### src/rtl/core/node_store_nearest_search_assert.svh
// Assertion macros used by the point store controller.
// Include with the bare file name; no other dependencies.
`ifndef NODE_STORE_NEAREST_SEARCH_ASSERT_SVH
`define NODE_STORE_NEAREST_SEARCH_ASSERT_SVH

// Same-cycle implication, disabled during reset.
`define NSNS_ASSERT_IMP(label, clk, rst_n, ante, cons, msg) \
  label: assert property (@(posedge clk) disable iff (!rst_n) (ante) |-> (cons)) \
    else $error(msg);

// Next-cycle implication, disabled during reset.
`define NSNS_ASSERT_NXT(label, clk, rst_n, ante, cons, msg) \
  label: assert property (@(posedge clk) disable iff (!rst_n) (ante) |=> (cons)) \
    else $error(msg);

`endif

### src/rtl/core/nsns_pkg.sv
// Shared types and constants for the point store with nearest-point search.
// Used by the controller, the datapath and the top level; no dependencies.
package nsns_pkg;

  localparam int unsigned MAX_POINTS_DEF = 1024;
  localparam int unsigned COORD_BITS_DEF = 16;

  localparam int unsigned IDENT_W = 16;
  localparam int unsigned TOL_W   = 34;

  localparam int unsigned PADDR_W = 4;
  localparam int unsigned PDATA_W = 64;

  // Register index taken from paddr[3] (one 8-byte slot per register).
  localparam logic TOL_REG_IDX = 1'b0;

  localparam logic OP_ADD   = 1'b0;
  localparam logic OP_QUERY = 1'b1;

  typedef enum logic [1:0] {
    ST_IDLE,
    ST_SCAN,
    ST_RESULT
  } state_e;

  typedef struct packed {
    logic accept;    // input beat taken this cycle
    logic rd_en;     // read one stored point
    logic rd_first;  // the read is entry 0
    logic rd_last;   // the read is the last stored entry
    logic flush;     // drop everything in the compare pipeline
    logic out_load;  // capture the result into the output register
  } cmd_t;

  typedef struct packed {
    logic hit;        // compare stage found a point within tolerance
    logic last_done;  // compare stage handled the last stored point
    logic out_free;   // output register can take a result this cycle
  } status_t;

endpackage

### src/rtl/core/nsns_ctrl.sv
// Controller: accepts beats, sequences the scan over stored points, loads results.
// Depends on nsns_pkg and node_store_nearest_search_assert.svh.
`include "node_store_nearest_search_assert.svh"

module nsns_ctrl #(
  parameter int unsigned MAX_POINTS = nsns_pkg::MAX_POINTS_DEF
) (
  input  logic                              clk_i,
  input  logic                              rst_ni,
  input  logic                              in_valid_i,
  output logic                              in_stall_o,
  input  logic                              in_operation_i,
  input  logic [$clog2(MAX_POINTS+1)-1:0]   count_i,
  input  nsns_pkg::status_t                 status_i,
  output nsns_pkg::cmd_t                    cmd_o,
  output logic [$clog2(MAX_POINTS+1)-1:0]   rd_addr_o
);

  localparam int unsigned CNT_W = $clog2(MAX_POINTS + 1);

  nsns_pkg::state_e state_q, state_d;
  logic [CNT_W-1:0] issue_q, issue_d;
  logic             accept;
  logic             scan_end;

  assign accept   = (state_q == nsns_pkg::ST_IDLE) && in_valid_i;
  assign scan_end = status_i.hit || status_i.last_done;

  // Next state
  always_comb begin
    state_d = state_q;
    case (state_q)
      nsns_pkg::ST_IDLE: begin
        if (accept) begin
          if (in_operation_i == nsns_pkg::OP_QUERY && count_i != '0) begin
            state_d = nsns_pkg::ST_SCAN;
          end else begin
            state_d = nsns_pkg::ST_RESULT;
          end
        end
      end
      nsns_pkg::ST_SCAN: begin
        if (scan_end) begin
          state_d = nsns_pkg::ST_RESULT;
        end
      end
      nsns_pkg::ST_RESULT: begin
        if (status_i.out_free) begin
          state_d = nsns_pkg::ST_IDLE;
        end
      end
      default: state_d = nsns_pkg::ST_IDLE;
    endcase
  end

  // Outputs
  always_comb begin
    cmd_o      = '0;
    in_stall_o = 1'b1;
    issue_d    = issue_q;
    case (state_q)
      nsns_pkg::ST_IDLE: begin
        in_stall_o   = 1'b0;
        cmd_o.accept = in_valid_i;
        issue_d      = '0;
      end
      nsns_pkg::ST_SCAN: begin
        cmd_o.rd_en    = issue_q < count_i;
        cmd_o.rd_first = issue_q == '0;
        cmd_o.rd_last  = (issue_q + CNT_W'(1)) == count_i;
        cmd_o.flush    = scan_end;
        if (cmd_o.rd_en) begin
          issue_d = issue_q + CNT_W'(1);
        end
      end
      nsns_pkg::ST_RESULT: begin
        cmd_o.out_load = status_i.out_free;
      end
      default: begin
        cmd_o = '0;
      end
    endcase
  end

  assign rd_addr_o = issue_q;

  always_ff @(posedge clk_i or negedge rst_ni) begin
    if (!rst_ni) begin
      state_q <= nsns_pkg::ST_IDLE;
      issue_q <= '0;
    end else begin
      state_q <= state_d;
      issue_q <= issue_d;
    end
  end

  `NSNS_ASSERT_IMP(a_issue_bound, clk_i, rst_ni, state_q == nsns_pkg::ST_SCAN, issue_q <= count_i, "scan read address ran past the stored count")
  `NSNS_ASSERT_NXT(a_query_scans, clk_i, rst_ni, accept && in_operation_i == nsns_pkg::OP_QUERY && count_i != '0, state_q == nsns_pkg::ST_SCAN, "query on a filled store did not start a scan")
  `NSNS_ASSERT_IMP(a_compare_in_scan, clk_i, rst_ni, status_i.hit || status_i.last_done, state_q == nsns_pkg::ST_SCAN, "compare stage active outside a scan")

endmodule

### config.mk
export PLATFORM = sky130hd
export DESIGN_NAME = nsns_ctrl
export DESIGN_NICKNAME = d
export VERILOG_FILES = /design/src/rtl/core/nsns_pkg.sv /design/src/rtl/core/nsns_ctrl.sv
export VERILOG_INCLUDE_DIRS = /design/src /design/src/rtl/core
export SDC_FILE = /design/constraint.sdc
export NUM_CORES = 1
export LEC_CHECK = 0
export CAP_MARGIN = 20
export CORE_ASPECT_RATIO = 1.2
export CORE_MARGIN = 3
export CORE_UTILIZATION = 45
export CTS_CLUSTER_DIAMETER = 30
export DETAILED_ROUTE_END_ITERATION = 10
export DONT_BUFFER_PORTS = 1
export GPL_TIMING_DRIVEN = 0
export SYNTH_ARGS = -nofsm -noshare
export SYNTH_HDL_FRONTEND = slang
export SYNTH_SLANG_ARGS = --single-unit
### constraint.sdc
create_clock -name clk_i -period 2.8 [get_ports clk_i]
set_input_delay 0.14 -clock clk_i [delete_from_list [all_inputs] [get_ports clk_i]]
set_output_delay 0.14 -clock clk_i [all_outputs]
set_load 0.01 [all_outputs]
After elaboration in Yosys (flattened, before gate mapping)
Cells that the tools add are included.
W data, S select, Z words.
Word-level totals
  logic and storage cells: 31
  output and inout bits: 18
  register bits after elaboration: 13
  input port bits: 18
Cells by class
  equality and inequality tests: 7
  $lt $le $gt $ge: 1
  add/sub/neg operators: 1
  reductions and logical operators: 9
  mux-type cells: 11
Operator list (number)
  $pmux W11 S2: 1
  $add A11 B1 Y11 const B: 1
  $eq A11 B11 Y1: 1
  $logic_not A11 Y1: 1
  $lt A11 B11 Y1: 1
  $mux W11: 1
  $reduce_bool A11 Y1: 1
  $mux W2: 4
  $ne A2 B2 Y1 const B: 4
  $pmux W2 S3: 1
  $mux W4: 1
  $mux W1: 3
  $reduce_and A3 Y1: 1
  $eq A2 B1 Y1 const B: 1
  $eq A2 B2 Y1 const B: 1
  $logic_and A1 B1 Y1: 2
  $logic_not A2 Y1: 1
  $reduce_and A2 Y1: 1
  $reduce_bool A2 Y1: 1
  $logic_or A1 B1 Y1: 1

Depth between registers and ports, before layout
Gate-level depths: netlist of run 1.
  depth after elaboration: 5
  gate-level depth with buffers: 8

Least setup slack after synthesis of run 1
OpenSTA, ideal clock, no wires.
  path kind: reg2reg
  start: register issue_q[5] (netlist: rd_addr_o[5])
  end: register issue_q[4] (netlist: rd_addr_o[4])
  arrival: 1.978 ns
  stages on the path, launching flop included: 7
  period minus slack after synthesis: 2.104 ns
  data required time: 2.673 ns
  setup slack: 0.696 ns
  cell sequence: dfrtp_1 > ha_1 > o21ai_0 > nor2_1 > o31ai_1 > a21oi_1 > a221o_2
On the way
  longest elaborated chain between the ends: 3
Ends and longest elaborated chain
  from (decl): line nsns_ctrl.sv:22  | logic [CNT_W-1:0] issue_q, issue_d;
  from (signal assigned): line nsns_ctrl.sv:93  | issue_q <= issue_d;
  $lt A11 B11 Y1: line nsns_ctrl.sv:68  | cmd_o.rd_en = issue_q < count_i;
  $ne A2 B2 Y1 (no line)
  $reduce_and A2 Y1 (no line)
No other way between the ends.
A chain may end at the register's enable or synchronous reset.

==> results.yml, run 1 <==
power:
  p_int_w: 0.0003415
  p_clk_frac: 0.207
  ir_drop_mv: 0.2487
  p_leak_nw: 0.6662
  switching_share: 0.4358
  seq_power_share: 0.401
  combPwrFrac: 0.392
  power.density_nw_per_um2: 411.1
  switchingPower_w: 0.0002638
worst_setup_path:
  worstPathMaxFanout: 6
  critical_path_required_ps: 2660
  criticalPathCategory: "register to output pin"
  cp.arrival_ps: 2440
  cp-end-kind: "output pin"
  start_kind: "register"
yosys:
  ys_warn_count: 0
  avgSynthCellArea_um2: 8.071
  synthFlopType: "dfrtp_1"
  synth_cells: 171
  yosys_register_bits: 13
  synth-async-reset-ratio: 1.000
  synth_edf_count: 0
  synth_area_um2: 1380
  synth.yosys.seq_area_share: 0.2357
  yosysUniqueCellTypes: 47
  synthesis.nets: 202
finish:
  n_antenna_cell: 0
  drive_gt1_frac: 0.1186
  layout_common_cells: "nor2_1, inv_1, ha_1, dfrtp_1, nand3_1"
  fin_area_um2: 1473
  layout_commonest_cell: "nor2_1"
  fin_cells: 211
  fill_cells: 295
  nets: 209
  areaGrowthSynthToFinish_pct: 6.709
cts:
  cts_tree: "yes"
  ctsLongestPathBuffers: 2
  root_buffer: "clkbuf_4"
  post_cts_buffers: 0
  cts_max_level: 1
  cts.sinks: 13
  clock_latency_ps: 290
  numCtsBuffers: 3
  clkTransAtPathRegs_ps: 100
min_path:
  hold_class: "primary input to register"
detailed_routing:
  first_pass_iters: 4
  first_iter_violations: 71
  routed_wl_um: 3948
  drtAntennaViolNets: 0
  avgViaCountPerCell: 6.498
  wl_per_cell_um: 18.71
  post-route-drc-count: 0
  vias: 1371
sta:
  setup_tns_ps: 0
  setup_viol: 0
  holdWs_ps: 10.74
  rsz0062_at_grt: "false"
  hold_viol_final: 0
  max_freq_mhz: 387.7
  worst_pin_slew_ps: 712.4
  finalMaxSlewViolations: 0
  timing.slew.headroom: 0.5250
  clock_skew_ps: 15.34
  setup_ws_ps: 220.6
  post-route-min-period_ps: 2579
  fin_crit_sh: 0.9212
global_routing:
  grt_pass1_vias: 1400
  antenna_found_initial: 0
  grt_pass1_wl_um: 6396
  grt_use_total: 0.2197
  grt_max_degree: 14
  overflow: 0
flow_run:
  cap_violations: 0
placed_design:
  preCtsSetupSlack_ps: 320.8
  hpwl_um: 3078
  place_area_um2: 1423
  portBuffers: 0
  place_congestion: 0.9809
  dpl.cell_count: 205
floorplanning:
  start_util: 0.4819
  die_height_um: 66.67
  num_rows: 21
  core_um2: 2864
  die_x_um: 56.56
  pin_count: 36
  die_area_um2: 3770
run_status:
  outcome: "finished clean"
## Yosys cell counts, drive strengths merged (2+ instances only)
cell     n  area [um2]
nand3   11       60.06
nor2b    3       18.77
buf      7       42.54
and3     2       12.51
ha      13       162.7
nor2    21       81.33
o21ai    8       40.03
nand2b   2       12.51
xor2     6       52.55
and2     3       18.77
nor4     6       37.54
o311ai   2       17.52
a211oi   2       20.02
nand2    5       18.77
xnor2    5       43.79
a221o    5       56.30
o31ai    6       45.04
and4     2       17.52
dfrtp   13       325.3
o2111a   2       22.52
inv     17       63.81
a21oi    7       35.03
nand4    4       25.02
o41ai    2       17.52
nand3b   2       15.01
## critical path, stage by stage (launching register included)
cell       delay [ps]
dfrtp_2           460
inv_1              90
ha_1              330
xor2_1            150
a2111oi_1         260
o2111ai_1         160
nor4_1            400
o2111a_1          300
## cell families after synthesis
group / Yosys count / synth area share
compound gates: 42 / 0.2330
xor+xnor: 11 / 0.06981
fa+ha+maj: 13 / 0.1179
buf+inv: 25 / 0.07978
flops: 13 / 0.2357
mux: 1 / 0.008159
simple gates: 66 / 0.2557
## sequential cells by signal, indices dropped and copies added, names as in the netlist
name and flops:
state_q 2, rd_addr_o 11
## timing repair
item                       CTS  global route
setup endpoints to repair    0             1
gates resized for setup      0             3
hold buffers                 2             0
hold endpoints to repair    15             0
## metrics by stage
| step | power (W) | util |
|---|---|---|
| floorplan | 0.0004028 | - |
| global placement | 0.0004678 | 0.4967 |
| detailed placement | 0.0004728 | 0.4967 |
| CTS | 0.0006036 | 0.5129 |
| global route | 0.0006441 | 0.5142 |
| finish | 0.0006053 | 0.5142 |
## area by class of cell
class | instances | area [um2] | area share
multi-input combinational | 133 | 945.9 | 0.6423
sequential | 13 | 327.8 | 0.2226
buffer | 8 | 46.29 | 0.03144
tap | 34 | 42.54 | 0.02889
timing repair buffer | 2 | 20.02 | 0.01359
inverter | 17 | 63.81 | 0.04333
clock buffer | 4 | 26.28 | 0.01784
## power by group through the flow
stage	Sequential, W	Clock [W]	Combinational (W)
after floorplan	0.000234	0	0.000168
after global placement	0.000244	0	0.000224
after detailed placement	0.000245	0	0.000228
after CTS	0.000241	0.000129	0.000234
after global routing	0.000246	0.000134	0.000264
final	0.000243	0.000125	0.000237
## routing by layer
metal  vias up  routed length [um]  GRT usage
met4         0                  74     0.1009
met1       655                1662     0.2604
met2        59                1874     0.3743
met3         9                 336    0.05039
li1        648                   -          -
met5         -                   0          0
## final timing paths
check	end	depth (start not counted)	slack [ps]	startpoint
hold / removal	state_q[0]	2	10	in_valid_i
setup reg to reg	rd_addr_o[4]	6	280	rd_addr_o[5]
setup / recovery	cmd_o[2]	7	220	rd_addr_o[0]
max in group asynchronous	rd_addr_o[0]	1	1990	rst_ni
min in group asynchronous	rd_addr_o[7]	1	320	rst_ni
hold reg to reg	state_q[0]	1	510	state_q[1]
Note: power is estimated with default switching activity, not from simulation.
==> run 2, diff against run 1 <==
--- a/config.mk
+++ b/config.mk
@@ -6,6 +6,7 @@
 export SDC_FILE = /design/constraint.sdc
 export NUM_CORES = 1
 export LEC_CHECK = 0
+export ABC_AREA = 1
 export CAP_MARGIN = 20
 export CORE_ASPECT_RATIO = 1.2
 export CORE_MARGIN = 3
==> run 2 against run 1 <==
Net effect: critical path depth grew 2; worst setup slack better by 310 ps; flip-flop and latch count did not move; worst hold slack gained 9.5 ps; routed wire length fell by 2.7%; die area shrank 2.9%; synthesized area is 3.2% lower; non-clock buffer count is 7 lower; clock power up 6%; fmax up 14%; critical endpoint unchanged; largest cell class unchanged.
==> results.yml, run 2 <==
placed_design:
  portBuffers: 0
  hpwl_um: 3120
  place_congestion: 0.8683
cts:
  post_cts_buffers: 0
  cts_max_level: 1
  cts_tree: "yes"
  cts_resized: 0
  ctsLongestPathBuffers: 2
  cts_hold_buffers: 1
  root_buffer: "clkbuf_4"
  clock_latency_ps: 290
  cts.sinks: 13
  numCtsBuffers: 3
  clkTransAtPathRegs_ps: 100
finish:
  fill_cells: 281
  areaGrowthSynthToFinish_pct: 5.899
  drive_gt1_frac: 0.09722
  layout_commonest_cell: "nand2_1"
  layout_common_cells: "nand2_1, inv_1, nand3_1, nor2_1"
  n_antenna_cell: 0
  nets: 248
  largest_register_ffs: 11
floorplanning:
  start_util: 0.4753
  pin_count: 36
  core_um2: 2811
  die_area_um2: 3662
  num_rows: 21
  die_x_um: 55.75
  die_height_um: 65.70
yosys:
  avgSynthCellArea_um2: 6.333
  synth_top_area_frac: 0.2434
  yosys_register_bits: 13
  yosysMostFrequentCell: "nand2_1"
  yosysUniqueCellTypes: 25
  synthesis.nets: 242
  synthFlopType: "dfrtp_1"
  synthTopCellsByArea: "dfrtp_1, nand2_1, ha_1"
  synth_edf_count: 0
  synth_area_um2: 1336
  synth_common_cells: "nand2_1, inv_1, nand3_1"
  synth_top_cell_by_area: "dfrtp_1"
  synth-async-reset-ratio: 1.000
  synth_cells: 211
  ys_warn_count: 0
  synth.yosys.seq_area_share: 0.2434
sta:
  hold_viol_final: 0
  max_freq_mhz: 440.6
  clock_skew_ps: 2.997
  rsz0062_at_grt: "false"
  finalMaxSlewViolations: 0
  setup_viol: 0
  holdWs_ps: 20.21
  post-route-min-period_ps: 2270
  fin_crit_sh: 0.8107
  setup_tns_ps: 0
  worst_pin_slew_ps: 706.2
  timing.slew.headroom: 0.5276
power:
  switchingPower_w: 0.0003313
  ir_drop_mv: 0.3144
  combPwrFrac: 0.468
  p_clk_frac: 0.191
  switching_share: 0.4740
  p_leak_nw: 0.7232
  power.density_nw_per_um2: 493.9
  p_int_w: 0.0003676
  seq_power_share: 0.341
worst_setup_path:
  r2r_cells: 8
  criticalPathCategory: "register to output pin"
  crit_top_cell: "nor2_1"
  cp.arrival_ps: 2130
  worstPathMaxFanout: 5
  start_kind: "register"
  cp-end-kind: "output pin"
  crit_slowest_cell: "dfrtp_1"
  cp_cell_sequence: "inv_1, ha_1, xnor2_1, nand2_1, nor2_1, nand3_1, nor2_1, nand3_1, nor2_1"
  worst_path_largest_cell_delay_ps: 450
  critical_path_required_ps: 2660
global_routing:
  grt_use_total: 0.2202
  grt_pass1_vias: 1404
  grt_max_degree: 14
  antenna_found_initial: 0
  overflow: 0
  grt_pass1_wl_um: 6354
detailed_routing:
  drtAntennaViolNets: 0
  avgViaCountPerCell: 5.528
  drt-met1-wl_um: 1590
  wl_per_cell_um: 15.37
  route.met2.wl_um: 1943
  first_iter_violations: 48
  post-route-drc-count: 0
  routed_wl_um: 3842
  met3WireLength_um: 259
  first_pass_iters: 4
  vias: 1382
  top_layer: "met4"
min_path:
  min_path_cells: 3
  hold_class: "primary input to register"
run_status:
  outcome: "finished clean"
flow_run:
  cap_violations: 0
run 2: per-stage QoR:
stage	area (um2)	worst slack [ps]	util	cells	power (W)
after floorplan	1336	1168	-	211	0.0004841
after global placement	1379	855.3	0.4904	245	0.0005504
after detailed placement	1379	835.0	0.4904	245	0.0005625
after CTS	1415	525.0	0.5033	250	0.0006991
after global routing	1415	410.8	0.5033	250	0.0007533
final	1415	530.1	0.5033	250	0.0006989
run 2: layout make-up:
class / count / area, um2 / share of cell area
multi-input cells: 163 / 872.1 / 0.6163
flip-flops and latches: 13 / 325.3 / 0.2299
inverters: 33 / 123.9 / 0.08753
well taps: 34 / 42.54 / 0.03006
clock buffers: 4 / 26.28 / 0.01857
plain buffers: 2 / 15.01 / 0.01061
repair buffers: 1 / 10.01 / 0.007073
run 2: cells by family after synthesis:
family | Yosys count | share of synthesized area
buf+inv | 35 | 0.1039
compound gates | 23 | 0.09363
fa+ha+maj | 13 | 0.1217
xor+xnor | 1 | 0.006556
simple gates | 126 | 0.4307
flops | 13 | 0.2434
run 2: worst max-delay path: cells and delay by family, from the launching register on:
| kind | cells | cell delay, ps |
|---|---|---|
| and+or+nand+nor | 6 | 750 |
| DFF | 1 | 450 |
| adders and majority gates | 1 | 350 |
| xor gates and xnor gates | 1 | 150 |
| buffers and inverters | 1 | 140 |
run 2: power by group through the flow:
stage               Combinational [W]  Clock [W]  Sequential [W]
floorplan                    0.000248          0        0.000236
global placement             0.000310          0        0.000240
detailed placement           0.000320          0        0.000242
CTS                          0.000326   0.000134        0.000238
global route                 0.000366   0.000144        0.000244
finish                       0.000327   0.000133        0.000238
run 2: metal layers:
layer / vias to the layer above / global-route usage
met3: 5 / 0.03733
met1: 637 / 0.2434
met5: - / 0
li1: 697 / -
met4: 0 / 0.07295
met2: 43 / 0.4216
run 2: path summary, 6_finish.rpt:
path,from,to,slack (ps)
worst min-delay path,status_i[2],state_q[0],20
worst min register to register,state_q[1],state_q[1],590
min in group asynchronous,rst_ni,rd_addr_o[6],330
max in group asynchronous,rst_ni,rd_addr_o[1],2030
worst max-delay path,rd_addr_o[0],cmd_o[2],530
worst max register to register,rd_addr_o[8],rd_addr_o[5],800
